$ cat src/rtl/cbbf_pkg.sv
// shared types and constants of the content bounding box finder
package cbbf_pkg;

    // item kinds on the input channel
    localparam logic [1:0] KIND_PIXEL    = 2'd0;
    localparam logic [1:0] KIND_PAGE_END = 2'd1;
    localparam logic [1:0] KIND_REPORT   = 2'd2;

    // configuration register indexes
    localparam logic [2:0] CFG_WINDOW_LEFT   = 3'd0;
    localparam logic [2:0] CFG_WINDOW_TOP    = 3'd1;
    localparam logic [2:0] CFG_WINDOW_RIGHT  = 3'd2;
    localparam logic [2:0] CFG_WINDOW_BOTTOM = 3'd3;
    localparam logic [2:0] CFG_ALPHA_FLOOR   = 3'd4;
    localparam logic [2:0] CFG_WHITE_LEVEL   = 3'd5;
    localparam logic [2:0] CFG_PAD_PIXELS    = 3'd6;

    // reset values of the configuration registers
    localparam logic [12:0] RST_WINDOW_LEFT   = 13'd0;
    localparam logic [12:0] RST_WINDOW_TOP    = 13'd0;
    localparam logic [12:0] RST_WINDOW_RIGHT  = 13'd4096;
    localparam logic [12:0] RST_WINDOW_BOTTOM = 13'd4096;
    localparam logic [7:0]  RST_ALPHA_FLOOR   = 8'd16;
    localparam logic [7:0]  RST_WHITE_LEVEL   = 8'd245;
    localparam logic [12:0] RST_PAD_PIXELS    = 13'd0;

    // input item
    typedef struct packed {
        logic [1:0]  kind;
        logic [11:0] pos_x;
        logic [11:0] pos_y;
        logic [7:0]  red;
        logic [7:0]  green;
        logic [7:0]  blue;
        logic [7:0]  alpha;
    } t_item;

    // result item
    typedef struct packed {
        logic        found;
        logic [12:0] box_left;
        logic [12:0] box_top;
        logic [12:0] box_right;
        logic [12:0] box_bottom;
    } t_result;

    // settings seen by front and back, window already clipped to the frame
    typedef struct packed {
        logic [12:0] win_left;
        logic [12:0] win_top;
        logic [12:0] win_right;
        logic [12:0] win_bottom;
        logic [7:0]  alpha_floor;
        logic [7:0]  white_level;
        logic [12:0] pad;
    } t_cfg;

    // operations handed from front to back
    typedef enum logic [1:0] {
        OP_PIXEL,
        OP_PAGE_END,
        OP_REPORT
    } t_op;

    // classified command in the queue
    typedef struct packed {
        t_op         op;
        logic [11:0] pos_x;
        logic [11:0] pos_y;
    } t_cmd;

endpackage

$ cat src/rtl/cbbf_front.sv
// front end: takes items, classifies pixels and queues the work that matters
module cbbf_front
    import cbbf_pkg::*;
(
    input  logic  i_valid,
    input  t_item i_item,
    input  t_cfg  i_cfg,
    input  logic  i_full,
    output logic  o_stall,
    output logic  o_push,
    output t_cmd  o_cmd
);

    logic in_window;
    logic opaque;
    logic white;
    logic content;
    logic useful;

    // pixel classification against window, alpha floor and white level
    always_comb begin
        in_window = ({1'b0, i_item.pos_x} >= i_cfg.win_left)
                 && ({1'b0, i_item.pos_x} <  i_cfg.win_right)
                 && ({1'b0, i_item.pos_y} >= i_cfg.win_top)
                 && ({1'b0, i_item.pos_y} <  i_cfg.win_bottom);
        opaque  = i_item.alpha >= i_cfg.alpha_floor;
        white   = (i_item.red   >= i_cfg.white_level)
               && (i_item.green >= i_cfg.white_level)
               && (i_item.blue  >= i_cfg.white_level);
        content = in_window && opaque && !white;
    end

    // decide what goes to the back end; background pixels and unused kinds are dropped
    always_comb begin
        useful      = 1'b0;
        o_cmd.op    = OP_PIXEL;
        o_cmd.pos_x = i_item.pos_x;
        o_cmd.pos_y = i_item.pos_y;
        unique case (i_item.kind)
            KIND_PIXEL: begin
                useful   = content;
                o_cmd.op = OP_PIXEL;
            end
            KIND_PAGE_END: begin
                useful   = 1'b1;
                o_cmd.op = OP_PAGE_END;
            end
            KIND_REPORT: begin
                useful   = 1'b1;
                o_cmd.op = OP_REPORT;
            end
            default: begin
                useful   = 1'b0;
                o_cmd.op = OP_PIXEL;
            end
        endcase
    end

    assign o_stall = i_full;
    assign o_push  = i_valid && !i_full && useful;

endmodule

$ cat src/rtl/cbbf_queue.sv
// short command queue between front and back
module cbbf_queue
    import cbbf_pkg::*;
(
    input  logic i_clk,
    input  logic i_rst_n,
    input  logic i_push,
    input  t_cmd i_cmd,
    input  logic i_pop,
    output t_cmd o_cmd,
    output logic o_empty,
    output logic o_full
);

    localparam int Depth = 4;

    t_cmd       r_mem [Depth];
    logic [1:0] r_wr_ptr;
    logic [1:0] r_rd_ptr;
    logic [2:0] r_count;
    logic [1:0] n_wr_ptr;
    logic [1:0] n_rd_ptr;
    logic [2:0] n_count;
    logic       do_push;
    logic       do_pop;

    assign o_empty = (r_count == 3'd0);
    assign o_full  = (r_count == 3'(Depth));
    assign do_push = i_push && !o_full;
    assign do_pop  = i_pop && !o_empty;
    assign o_cmd   = r_mem[r_rd_ptr];

    // pointer and fill count update
    always_comb begin
        n_wr_ptr = do_push ? r_wr_ptr + 2'd1 : r_wr_ptr;
        n_rd_ptr = do_pop  ? r_rd_ptr + 2'd1 : r_rd_ptr;
        n_count  = r_count;
        if (do_push && !do_pop) begin
            n_count = r_count + 3'd1;
        end else if (do_pop && !do_push) begin
            n_count = r_count - 3'd1;
        end
    end

    always_ff @(posedge i_clk) begin
        if (!i_rst_n) begin
            r_wr_ptr <= '0;
            r_rd_ptr <= '0;
            r_count  <= '0;
        end else begin
            r_wr_ptr <= n_wr_ptr;
            r_rd_ptr <= n_rd_ptr;
            r_count  <= n_count;
        end
    end

    // storage
    always_ff @(posedge i_clk) begin
        if (do_push) begin
            r_mem[r_wr_ptr] <= i_cmd;
        end
    end

endmodule

$ cat src/rtl/cbbf_back.sv
// back end: page extent, padded union box and the result register
module cbbf_back
    import cbbf_pkg::*;
(
    input  logic    i_clk,
    input  logic    i_rst_n,
    input  t_cfg    i_cfg,
    input  logic    i_empty,
    input  t_cmd    i_cmd,
    output logic    o_pop,
    output logic    o_valid,
    input  logic    i_stall,
    output t_result o_result
);

    // page extent
    logic        r_page_has;
    logic [11:0] r_min_x;
    logic [11:0] r_min_y;
    logic [11:0] r_max_x;
    logic [11:0] r_max_y;
    logic        n_page_has;
    logic [11:0] n_min_x;
    logic [11:0] n_min_y;
    logic [11:0] n_max_x;
    logic [11:0] n_max_y;

    // running box
    logic        r_union_valid;
    logic [12:0] r_union_left;
    logic [12:0] r_union_top;
    logic [12:0] r_union_right;
    logic [12:0] r_union_bottom;
    logic        n_union_valid;
    logic [12:0] n_union_left;
    logic [12:0] n_union_top;
    logic [12:0] n_union_right;
    logic [12:0] n_union_bottom;

    // result register
    logic        r_out_valid;
    t_result     r_out;
    logic        n_out_valid;
    t_result     n_out;

    logic        out_free;
    logic        exec;

    // padded page box
    logic [13:0] low_x_lim;
    logic [13:0] low_y_lim;
    logic [13:0] high_x_sum;
    logic [13:0] high_y_sum;
    logic [12:0] pad_left;
    logic [12:0] pad_top;
    logic [12:0] pad_right;
    logic [12:0] pad_bottom;

    assign out_free = !r_out_valid || !i_stall;
    assign o_pop    = !i_empty && ((i_cmd.op != OP_REPORT) || out_free);
    assign exec     = o_pop;
    assign o_valid  = r_out_valid;
    assign o_result = r_out;

    // grow the page extent by the padding and clip at the window edges
    always_comb begin
        low_x_lim  = {1'b0, i_cfg.win_left} + {1'b0, i_cfg.pad};
        low_y_lim  = {1'b0, i_cfg.win_top}  + {1'b0, i_cfg.pad};
        high_x_sum = {2'b0, r_max_x} + 14'd1 + {1'b0, i_cfg.pad};
        high_y_sum = {2'b0, r_max_y} + 14'd1 + {1'b0, i_cfg.pad};
        pad_left   = ({2'b0, r_min_x} >= low_x_lim)
                   ? {1'b0, r_min_x} - i_cfg.pad : i_cfg.win_left;
        pad_top    = ({2'b0, r_min_y} >= low_y_lim)
                   ? {1'b0, r_min_y} - i_cfg.pad : i_cfg.win_top;
        pad_right  = (high_x_sum > {1'b0, i_cfg.win_right})
                   ? i_cfg.win_right : high_x_sum[12:0];
        pad_bottom = (high_y_sum > {1'b0, i_cfg.win_bottom})
                   ? i_cfg.win_bottom : high_y_sum[12:0];
    end

    // execute one command
    always_comb begin
        n_page_has     = r_page_has;
        n_min_x        = r_min_x;
        n_min_y        = r_min_y;
        n_max_x        = r_max_x;
        n_max_y        = r_max_y;
        n_union_valid  = r_union_valid;
        n_union_left   = r_union_left;
        n_union_top    = r_union_top;
        n_union_right  = r_union_right;
        n_union_bottom = r_union_bottom;
        n_out_valid    = r_out_valid && i_stall;
        n_out          = r_out;
        if (exec) begin
            unique case (i_cmd.op)
                OP_PIXEL: begin
                    n_page_has = 1'b1;
                    if (!r_page_has) begin
                        n_min_x = i_cmd.pos_x;
                        n_max_x = i_cmd.pos_x;
                        n_min_y = i_cmd.pos_y;
                        n_max_y = i_cmd.pos_y;
                    end else begin
                        if (i_cmd.pos_x < r_min_x) n_min_x = i_cmd.pos_x;
                        if (i_cmd.pos_x > r_max_x) n_max_x = i_cmd.pos_x;
                        if (i_cmd.pos_y < r_min_y) n_min_y = i_cmd.pos_y;
                        if (i_cmd.pos_y > r_max_y) n_max_y = i_cmd.pos_y;
                    end
                end
                OP_PAGE_END: begin
                    if (r_page_has) begin
                        n_union_valid = 1'b1;
                        if (!r_union_valid) begin
                            n_union_left   = pad_left;
                            n_union_top    = pad_top;
                            n_union_right  = pad_right;
                            n_union_bottom = pad_bottom;
                        end else begin
                            if (pad_left < r_union_left)     n_union_left   = pad_left;
                            if (pad_top < r_union_top)       n_union_top    = pad_top;
                            if (pad_right > r_union_right)   n_union_right  = pad_right;
                            if (pad_bottom > r_union_bottom) n_union_bottom = pad_bottom;
                        end
                    end
                    n_page_has = 1'b0;
                    n_min_x    = '0;
                    n_min_y    = '0;
                    n_max_x    = '0;
                    n_max_y    = '0;
                end
                OP_REPORT: begin
                    n_out_valid = 1'b1;
                    n_out.found = r_union_valid;
                    if (r_union_valid) begin
                        n_out.box_left   = r_union_left;
                        n_out.box_top    = r_union_top;
                        n_out.box_right  = r_union_right;
                        n_out.box_bottom = r_union_bottom;
                    end else begin
                        n_out.box_left   = i_cfg.win_left;
                        n_out.box_top    = i_cfg.win_top;
                        n_out.box_right  = i_cfg.win_right;
                        n_out.box_bottom = i_cfg.win_bottom;
                    end
                    n_union_valid  = 1'b0;
                    n_union_left   = '0;
                    n_union_top    = '0;
                    n_union_right  = '0;
                    n_union_bottom = '0;
                end
                default: begin
                    n_page_has = r_page_has;
                end
            endcase
        end
    end

    // control and extent state
    always_ff @(posedge i_clk) begin
        if (!i_rst_n) begin
            r_page_has     <= 1'b0;
            r_min_x        <= '0;
            r_min_y        <= '0;
            r_max_x        <= '0;
            r_max_y        <= '0;
            r_union_valid  <= 1'b0;
            r_union_left   <= '0;
            r_union_top    <= '0;
            r_union_right  <= '0;
            r_union_bottom <= '0;
            r_out_valid    <= 1'b0;
        end else begin
            r_page_has     <= n_page_has;
            r_min_x        <= n_min_x;
            r_min_y        <= n_min_y;
            r_max_x        <= n_max_x;
            r_max_y        <= n_max_y;
            r_union_valid  <= n_union_valid;
            r_union_left   <= n_union_left;
            r_union_top    <= n_union_top;
            r_union_right  <= n_union_right;
            r_union_bottom <= n_union_bottom;
            r_out_valid    <= n_out_valid;
        end
    end

    // result payload
    always_ff @(posedge i_clk) begin
        r_out <= n_out;
    end

endmodule

$ cat src/rtl/content_bounding_box_finder.sv
// top level of the content bounding box finder: settings, front, queue, back
//
//  channel   direction  handshake                 payload
//  item      in         i_valid / o_stall         i_item   (t_item)
//  result    out        o_valid / i_stall         o_result (t_result)
//  settings  in         i_cfg_valid / o_cfg_ready i_cfg_index, i_cfg_data
//
// One item per clock is taken while the four-entry command queue has room.
// A taken item waits in the queue and the back end executes it from the head;
// a report passes the queue and then the result register before o_valid rises,
// and the back end retires one command a cycle when no report is held back.
// Reset clears the settings to their defaults and empties page and running box.
// A stalled result holds the queue once a report reaches its head; commands ahead
// of that report keep draining, and o_stall rises only when the queue is full.
module content_bounding_box_finder
    import cbbf_pkg::*;
#(
    parameter int unsigned MAX_DIM = 4096
) (
    input  logic        i_clk,
    input  logic        i_rst_n,
    input  logic        i_valid,
    output logic        o_stall,
    input  t_item       i_item,
    output logic        o_valid,
    input  logic        i_stall,
    output t_result     o_result,
    input  logic        i_cfg_valid,
    output logic        o_cfg_ready,
    input  logic [2:0]  i_cfg_index,
    input  logic [12:0] i_cfg_data
);

    localparam logic [16:0] MaxDim = 17'(MAX_DIM);

    t_cfg r_cfg;
    logic cfg_write;
    logic q_push;
    logic q_pop;
    logic q_empty;
    logic q_full;
    t_cmd q_in;
    t_cmd q_out;

    // window edges are kept clipped to the frame size
    function automatic logic [12:0] clip_dim(input logic [12:0] v);
        logic [12:0] res;
        res = ({4'b0, v} > MaxDim) ? MaxDim[12:0] : v;
        return res;
    endfunction

    assign o_cfg_ready = 1'b1;
    assign cfg_write   = i_cfg_valid && o_cfg_ready;

    // settings registers
    always_ff @(posedge i_clk) begin
        if (!i_rst_n) begin
            r_cfg.win_left    <= clip_dim(RST_WINDOW_LEFT);
            r_cfg.win_top     <= clip_dim(RST_WINDOW_TOP);
            r_cfg.win_right   <= clip_dim(RST_WINDOW_RIGHT);
            r_cfg.win_bottom  <= clip_dim(RST_WINDOW_BOTTOM);
            r_cfg.alpha_floor <= RST_ALPHA_FLOOR;
            r_cfg.white_level <= RST_WHITE_LEVEL;
            r_cfg.pad         <= RST_PAD_PIXELS;
        end else if (cfg_write) begin
            unique case (i_cfg_index)
                CFG_WINDOW_LEFT:   r_cfg.win_left    <= clip_dim(i_cfg_data);
                CFG_WINDOW_TOP:    r_cfg.win_top     <= clip_dim(i_cfg_data);
                CFG_WINDOW_RIGHT:  r_cfg.win_right   <= clip_dim(i_cfg_data);
                CFG_WINDOW_BOTTOM: r_cfg.win_bottom  <= clip_dim(i_cfg_data);
                CFG_ALPHA_FLOOR:   r_cfg.alpha_floor <= i_cfg_data[7:0];
                CFG_WHITE_LEVEL:   r_cfg.white_level <= i_cfg_data[7:0];
                CFG_PAD_PIXELS:    r_cfg.pad         <= i_cfg_data;
                default: begin
                    r_cfg <= r_cfg;
                end
            endcase
        end
    end

    // classification
    cbbf_front u_front (
        .i_valid (i_valid),
        .i_item  (i_item),
        .i_cfg   (r_cfg),
        .i_full  (q_full),
        .o_stall (o_stall),
        .o_push  (q_push),
        .o_cmd   (q_in)
    );

    // command queue
    cbbf_queue u_queue (
        .i_clk   (i_clk),
        .i_rst_n (i_rst_n),
        .i_push  (q_push),
        .i_cmd   (q_in),
        .i_pop   (q_pop),
        .o_cmd   (q_out),
        .o_empty (q_empty),
        .o_full  (q_full)
    );

    // execution and result
    cbbf_back u_back (
        .i_clk    (i_clk),
        .i_rst_n  (i_rst_n),
        .i_cfg    (r_cfg),
        .i_empty  (q_empty),
        .i_cmd    (q_out),
        .o_pop    (q_pop),
        .o_valid  (o_valid),
        .i_stall  (i_stall),
        .o_result (o_result)
    );

endmodule
$ cat config.mk
export PLATFORM = sky130hd
export DESIGN_NAME = content_bounding_box_finder
export DESIGN_NICKNAME = d
export VERILOG_FILES = /design/src/rtl/cbbf_pkg.sv /design/src/rtl/cbbf_front.sv /design/src/rtl/cbbf_queue.sv /design/src/rtl/cbbf_back.sv /design/src/rtl/content_bounding_box_finder.sv
export SDC_FILE = /design/constraint.sdc
export NUM_CORES = 1
export LEC_CHECK = 0
export BUFFER_PORTS_ARGS = -buffer_cell sky130_fd_sc_hd__buf_2
export CAP_MARGIN = 0
export CORE_MARGIN = 2
export CORE_UTILIZATION = 29
export CTS_BUF_LIST = sky130_fd_sc_hd__clkbuf_4
export DETAILED_ROUTE_END_ITERATION = 10
export GPL_TIMING_DRIVEN = 1
export PLACE_DENSITY = 0.55
export SYNTH_ARGS = -nofsm -noshare
export SYNTH_HDL_FRONTEND = slang
export SYNTH_SLANG_ARGS = --single-unit
$ cat constraint.sdc
create_clock -name i_clk -period 9.69 [get_ports i_clk]
set_input_delay 0.969 -clock i_clk [delete_from_list [all_inputs] [get_ports i_clk]]
set_output_delay 0.969 -clock i_clk [all_outputs]
set_load 0.005 [all_outputs]
==> run_results.csv, run 1 <==
group,metric,value,unit
run_status,run_status,"finished clean",
power_and_ir_drop,leakage,10.5,nW
logic_synthesis,ys_ff_latch,350,
min_path,hold_class,"input pin to flop",
logic_synthesis,ys.flop_type,"dfxtp_1",
logic_synthesis,synth_cells,2399,
timing,timing.final.crit_share,0.749,
global_route,grt_pass1_wl,106000,microns
timing,fmax,0.138,GHz
critical_path,rr_worst_depth,23,
timing,setup_viol,0,
logic_synthesis,synth_simple_gate_area_frac,0.137,
power_and_ir_drop,p_per_area,292,nW/um^2
timing,grt_setup_unrepaired,"false",
min_path,hold_end,"r_cfg[9]$_SDFFE_PN0P_",
critical_path,r2r_setup_slack,2.43,ns
logic_synthesis,synth_edf_count,157,
logic_synthesis,syn_nets,2805,
detailed_routing,remaining_drc_errors,0,
critical_path,cp.arrival,7.95,ns
finish,final_nets,2973,
logic_synthesis,synth_top_area_share,0.207,
timing,relSlewSlack,0.199,
die,core,77500,sq um
job,cap_viol_max_count,0,
finish,stdcell_area,25800,sq um
die,rows,102,
cts,cts_resized,0,
cts,cts-root-buf,"clkbuf_4",
cts,post_cts_buffers,0,
cts,cts_tree,"built",
critical_path,r2r_end,"u_back.r_union_top[12]$_SDFFE_PN0P_",
critical_path,max_stage_delay,1.01,ns
logic_synthesis,synth-xor-area-share,0.0308,
logic_synthesis,synth.distinct_cells,79,
finish,area_growth,13.5,%
cts,cts.sinks,350,
detailed_routing,vias,18110,
critical_path,path_cells,"ha_1 -> a211o_1 -> o211ai_1 -> a31oi_1 -> o21a_1 -> o21a_1 -> o21ai_0 -> a21oi_1 -> xnor2_1 -> ha_1 -> nand4_1 -> nor3_1 -> a211oi_1 -> nor4bb_4 -> o21ai_0 -> ha_1 -> a2111oi_0 -> o21ai_0 -> a21oi_1 -> nand3b_1 -> mux2_2 -> a21oi_1 -> o2bb2ai_1",
timing,tns,0,ns
global_route,antenna_found_initial,6,
placement,dp_hpwl,54300,microns
critical_path,cpMaxStageDelayCell,"nor4bb_4",
logic_synthesis,yosysTopAreaCell,"edfxtp_1",
logic_synthesis,syn_area_per_cell,9.48,sq um
die,pin_count,135,
detailed_routing,routed_via_density,4.91,
critical_path,cp-end-kind,"flop",
cts,cts_buffers,90,
global_route,grt_max_degree,74,
timing,final-hold-violation-count,0,
critical_path,cp_data_required_time,10.38,ns
logic_synthesis,synth_fa_ha_area_frac,0.182,
global_route,grtUsageTotal,0.173,
die,initial_core_util,0.293,
logic_synthesis,syn-cell-area,22700,sq um
cts,postCtsHoldBufs,0,
cts,clk_latency,0.86,ns
logic_synthesis,yosys-mux-area-fraction,0.0654,
detailed_routing,routedWlPerCell,19.2,microns
global_route,first_global_vias,17641,
timing,clock_skew,0.0522,ns
min_path,min_from,"i_cfg_data[9]",
logic_synthesis,synth.area.top_cells,"edfxtp_1, ha_1, dfxtp_1",
critical_path,crit_fanout,25,
placement,place_area,24500,sq um
detailed_routing,wl,70600,microns
placement,io_buffers,133,
critical_path,critical_path_class,"flop to flop",
cts,clockBufferDepth,3,
cts,clkTransAtPathRegs,0.07,ns
timing,drv_slew,0,
detailed_routing,drtIter0Drc,948,
critical_path,cp-start-kind,"flop",
logic_synthesis,ys_seq_area_frac,0.377,
global_route,gr-total-overflow,0,
logic_synthesis,synth_compound_area_frac,0.155,
critical_path,worstReg2RegStart,"r_cfg[1]$_SDFFE_PN0P_",
timing,tightest_slew,1.20,ns
min_path,min_path_cells,3,
die,die_area,80600,sq um
power_and_ir_drop,peakVddDrop,0.167,mV
cts,htreeDepth,3,
finish,drive_gt1_frac,0.143,
timing,min_period,7.26,ns
logic_synthesis,synth_top_family_by_area,"adder cells",
logic_synthesis,ys_warn_count,0,
die,fp.dieW,284,microns
placement,gp_congestion,0.922,
detailed_routing,ant_nets,0,
die,die_y,284,microns
logic_synthesis,synthArstFlopShare,0,
detailed_routing,first_pass_iters,4,
[logic make-up (layout without fill, tap and decap cells)]
logic type	count (synthesis)	count (layout)
AND/OR/NAND/NOR	678	678
AO/OA/AOI/OAI	550	550
flip-flops	350	350
adder cells (fa/ha/maj)	327	327
buffers and inverters	300	542
multiplexers	113	113
XOR/XNOR	80	80
other	1	6
[how the worst max path moves through the flow]
stage                                    from                                    end  slack [ns]  cells past startpoint
2_1_floorplan  u_back.r_max_y[0]$_SDFFE_PN0P_  u_back.r_union_bottom[4]$_SDFFE_PN0P_        3.62                     27
3_3_place_gp   u_back.r_max_x[0]$_SDFFE_PN0P_   u_back.r_union_right[3]$_SDFFE_PN0P_        2.65                     24
3_5_place_dp            r_cfg[1]$_SDFFE_PN0P_    u_back.r_union_top[12]$_SDFFE_PN0P_        2.52                     23
4_1_cts                 r_cfg[1]$_SDFFE_PN0P_     u_back.r_union_top[0]$_SDFFE_PN0P_        2.48                     23
5_1_grt                 r_cfg[1]$_SDFFE_PN0P_     u_back.r_union_top[0]$_SDFFE_PN0P_        1.76                     23
6_report                r_cfg[1]$_SDFFE_PN0P_    u_back.r_union_top[12]$_SDFFE_PN0P_        2.43                     23
[flip-flops by register name, indices dropped and copies added (netlist names), named ones only]
signal / flops
r_cfg: 81
u_back.r_union_top: 13
u_back.r_union_right: 13
u_back.r_union_bottom: 13
u_back.r_union_valid: 1
u_back.r_min_x: 12
u_back.r_max_y: 12
u_back.r_min_y: 12
u_back.r_max_x: 12
u_queue.r_mem: 104
u_back.o_valid: 1
u_back.r_union_left: 13
u_queue.r_wr_ptr: 2
u_back.o_result: 53
u_queue.r_count: 3
u_back.r_page_has: 1
u_queue.r_rd_ptr: 2
[worst max-delay path, delay by kind of cell, from the launching register on]
kind	cells	cell delay [ns]
XOR/XNOR	1	0.14
flip-flops	1	0.68
AND/OR/NAND/NOR	4	1.41
adder cells (fa/ha/maj)	3	0.99
AO/OA/AOI/OAI	14	3.59
multiplexers	1	0.29
[layout make-up]
| cell class | instances | area (sq um) |
|---|---|---|
| fill | 8109 | 51700 |
| multi-input combinational | 1749 | 13000 |
| sequential | 350 | 8580 |
| tap | 1040 | 1300 |
| clock buffer | 131 | 983 |
| inverter | 227 | 855 |
| timing repair buffer | 149 | 786 |
| clock inverter | 35 | 273 |
| antenna | 5 | 12.5 |
[layer usage]
metal | wire [microns] | track usage
met5 | 17 | 0
met4 | 2940 | 0.0861
met3 | 3660 | 0.0320
met2 | 32400 | 0.277
met1 | 31600 | 0.223
[power breakdown]
part           switching [mW]  internal, mW
clock                   0.659         0.738
combinational            2.38          1.72
sequential              0.242          1.80
total                    3.28          4.26
[per-stage QoR]
| stage | util | hold WS [ns] | power, mW | instances | worst slack [ns] |
|---|---|---|---|---|---|
| finish | 0.333 | 0.373 | 7.54 | 3686 | 2.43 |
| global route | 0.333 | 0.347 | 8.21 | 3684 | 1.76 |
| CTS | 0.333 | 0.281 | 7.60 | 3681 | 2.48 |
| detailed placement | 0.317 | 0.447 | 6.16 | 3515 | 2.52 |
| global placement | 0.317 | 0.444 | 6.14 | 3515 | 2.65 |
| floorplan | - | 0.436 | 5.03 | 2399 | 3.62 |
[cells in the mapped netlist (all sizes together) (31+ instances only)]
| master | instances |
|---|---|
| nor3 | 42 |
| dfxtp | 193 |
| nand3 | 46 |
| edfxtp | 157 |
| clkbuf | 55 |
| nor2b | 51 |
| o21ai | 131 |
| a22o | 32 |
| o21a | 31 |
| xnor2 | 59 |
| nand2 | 290 |
| inv | 227 |
| ha | 320 |
| nor2 | 138 |
| a21o | 44 |
| a21oi | 171 |
| mux2i | 62 |
[cell usage in the layout, fill, tap and decap left out, drive strengths merged, types with 62 or more instances in the layout]
cell type,Yosys,layout
a21oi,171,171
clkbuf,55,131
edfxtp,157,157
dfxtp,193,193
buf,18,149
mux2i,62,62
nand2,290,290
inv,227,229
o21ai,131,131
nor2,138,138
ha,320,320
No activity file was read; power rests on OpenSTA's default activity.
==> run 2, diff against run 1 <==
- clock period: 9.69 -> 7.2 ns (I/O delays scaled with it)
==> run 2 against run 1 <==
Effect of this change:
- non-clock buffer count grew 13
- fmax grew 8.1%
- register-to-register slack lost 1.9 ns
- first-iteration DRC count grew 33%
- critical path depth grew 1
- cell area is essentially flat
- clock skew grew 0.018 ns
- power grew 34%
- sequential share of layout area is essentially flat
- global-route usage grew 0.26 points
- sequential power grew 35%
==> run_results.csv, run 2 (synthesis gave the netlist of run 1 again) <==
group,metric,value,unit
power_and_ir_drop,p_per_area,392,nW/um^2
cts,cts_buffers,93,
critical_path,cp.arrival,7.49,ns
cts,cts_tree,"built",
timing,finalWorstSetupSlack,0.483,ns
finish,largest_reg_flops,104,
placement,dp_hpwl,55100,microns
timing,min_period,6.72,ns
critical_path,critical-path-top-delay-family,"compound AO/OA/AOI/OAI gates",
run_status,run_status,"finished clean",
placement,gp_congestion,0.901,
die,pin_count,135,
finish,fin_cells,3699,
critical_path,crit_fanout,13,
placement,place_ws,0.556,ns
global_route,grtUsageTotal,0.176,
detailed_routing,routedWlPerCell,19.3,microns
power_and_ir_drop,p_sw,4.44,mW
die,core,77500,sq um
cts,post_cts_buffers,0,
finish,final_cell_mix,"ha_1, nand2_1, inv_1, dfxtp_1, a21oi_1",
detailed_routing,routed_via_density,4.90,
timing,timing.final.crit_share,0.933,
global_route,grt_max_degree,70,
global_route,antenna_found_initial,5,
finish,drive_gt1_frac,0.146,
cts,cts_resized,0,
min_path,hold_class,"input pin to flop",
power_and_ir_drop,switching_share,0.439,
global_route,first_global_vias,17869,
cts,htreeDepth,3,
timing,grt_setup_unrepaired,"false",
placement,dp.cells,3528,
job,cap_viol_max_count,0,
critical_path,cp-end-kind,"flop",
detailed_routing,drtIter0Drc,1258,
die,fp.dieW,284,microns
die,die_y,284,microns
critical_path,critical_path_class,"flop to flop",
detailed_routing,ant_nets,0,
timing,drv_slew,0,
timing,tightest_slew,1.07,ns
critical_path,max_stage_delay,0.56,ns
timing,clock_skew,0.0702,ns
detailed_routing,remaining_drc_errors,0,
die,rows,102,
finish,area_growth,13.6,%
global_route,gr-total-overflow,0,
global_route,grt_pass1_wl,108000,microns
critical_path,cp_common_cell,"ha_1",
die,initial_core_util,0.293,
finish,final_nets,2989,
cts,cts.sinks,350,
critical_path,cpMaxStageDelayCell,"or4_1",
critical_path,cp_data_required_time,7.97,ns
cts,cts-root-buf,"clkbuf_4",
cts,clkTransAtPathRegs,0.07,ns
power_and_ir_drop,comb_power_share,0.550,
critical_path,path_cells,"ha_1 -> nand3_1 -> nor3_1 -> xnor2_1 -> ha_1 -> a2111oi_1 -> nor3_1 -> nor3_1 -> o31a_1 -> nor2_1 -> ha_1 -> a2111oi_0 -> o211ai_1 -> a211o_1 -> nor2_1 -> buf_4 -> mux2_2 -> ha_1 -> nand3_1 -> or4_1 -> o21ai_0 -> o21a_1 -> o21a_1 -> a22o_1",
critical_path,cp-start-kind,"flop",
finish,final_common_cell,"ha_1",
cts,postCtsHoldBufs,0,
detailed_routing,first_pass_iters,5,
power_and_ir_drop,intPower,5.68,mW
placement,io_buffers,133,
finish,post-route-util,0.333,
timing,tns,0,ns
power_and_ir_drop,seq_power_share,0.273,
power_and_ir_drop,power,10.1,mW
power_and_ir_drop,clkPwrFrac,0.177,
cts,clockBufferDepth,3,
timing,setup_viol,0,
timing,relSlewSlack,0.283,
cts,clk_latency,0.88,ns
detailed_routing,wl,71500,microns
finish,top_register,"u_queue.r_mem",
critical_path,critPathBufInv,1,
die,die_area,80600,sq um
timing,final-hold-violation-count,0,
timing,fmax,0.149,GHz
power_and_ir_drop,peakVddDrop,0.180,mV
power_and_ir_drop,leakage,10.5,nW
detailed_routing,vias,18107,
[run 2: cell count changes in the layout (fill, tap and decap cells not counted), moves of 2 or more]
| cell | previous run | this run |
|---|---|---|
| buf_4 | 16 | 29 |
| clkinv_1 | 16 | 24 |
| clkinv_2 | 10 | 4 |
| clkbuf_4 | 131 | 135 |
| bufinv_16 | 4 | 1 |
| diode_2 | 5 | 2 |
| clkinv_4 | 2 | 0 |
| clkinvlp_4 | 1 | 3 |
[run 2: worst paths after layout]
path                                                     start                                   end  slack, ns  cells after the start
worst max-delay path            u_back.r_max_x[0]$_SDFFE_PN0P_  u_back.r_union_right[6]$_SDFFE_PN0P_       0.48                     24
worst min-delay path                             i_cfg_data[9]                 r_cfg[9]$_SDFFE_PN0P_       0.10                      3
worst max register to register  u_back.r_max_x[0]$_SDFFE_PN0P_  u_back.r_union_right[6]$_SDFFE_PN0P_       0.48                     24
worst min register to register          r_cfg[28]$_SDFFE_PN0P_                r_cfg[28]$_SDFFE_PN0P_       0.45                      2
[run 2: worst min-delay path, delay by kind of cell]
family	cells	cell delay [ns]
and+or+nand+nor	1	0.05
AOI/OAI and AO/OA	1	0.05
buffers and inverters	1	0.11
[run 2: power by group through the flow]
stage	Combinational (mW)	Clock, mW	Sequential (mW)
floorplan	4.12	0	2.65
global placement	5.55	0	2.79
detailed placement	5.55	0	2.80
CTS	5.59	1.86	2.76
global route	6.27	1.95	2.80
finish	5.56	1.79	2.76
[run 2: area by class of cell]
class | count | area (sq um)
tap | 1040 | 1300
multi-input combinational | 1749 | 13000
antenna | 2 | 5.00
inverter | 227 | 855
sequential | 350 | 8580
timing repair buffer | 162 | 883
clock inverter | 34 | 180
clock buffer | 135 | 1010
fill | 8101 | 51600
[run 2: metrics by stage]
step	cell area, sq um	hold WS (ns)
6_report	25800	0.100
5_1_grt	25800	0.0650
4_1_cts	25800	0.0243
3_5_place_dp	24600	0.447
3_3_place_gp	24600	0.445
2_1_floorplan	22700	0.436
[run 2: per-layer routing]
metal / vias to the layer above / GRT usage / part of all wire
met3: 114 / 0.0311 / 0.049
li1: 9032 / - / -
met5: - / 0 / 0.00028
met2: 430 / 0.287 / 0.46
met4: 4 / 0.0749 / 0.035
met1: 8527 / 0.227 / 0.46
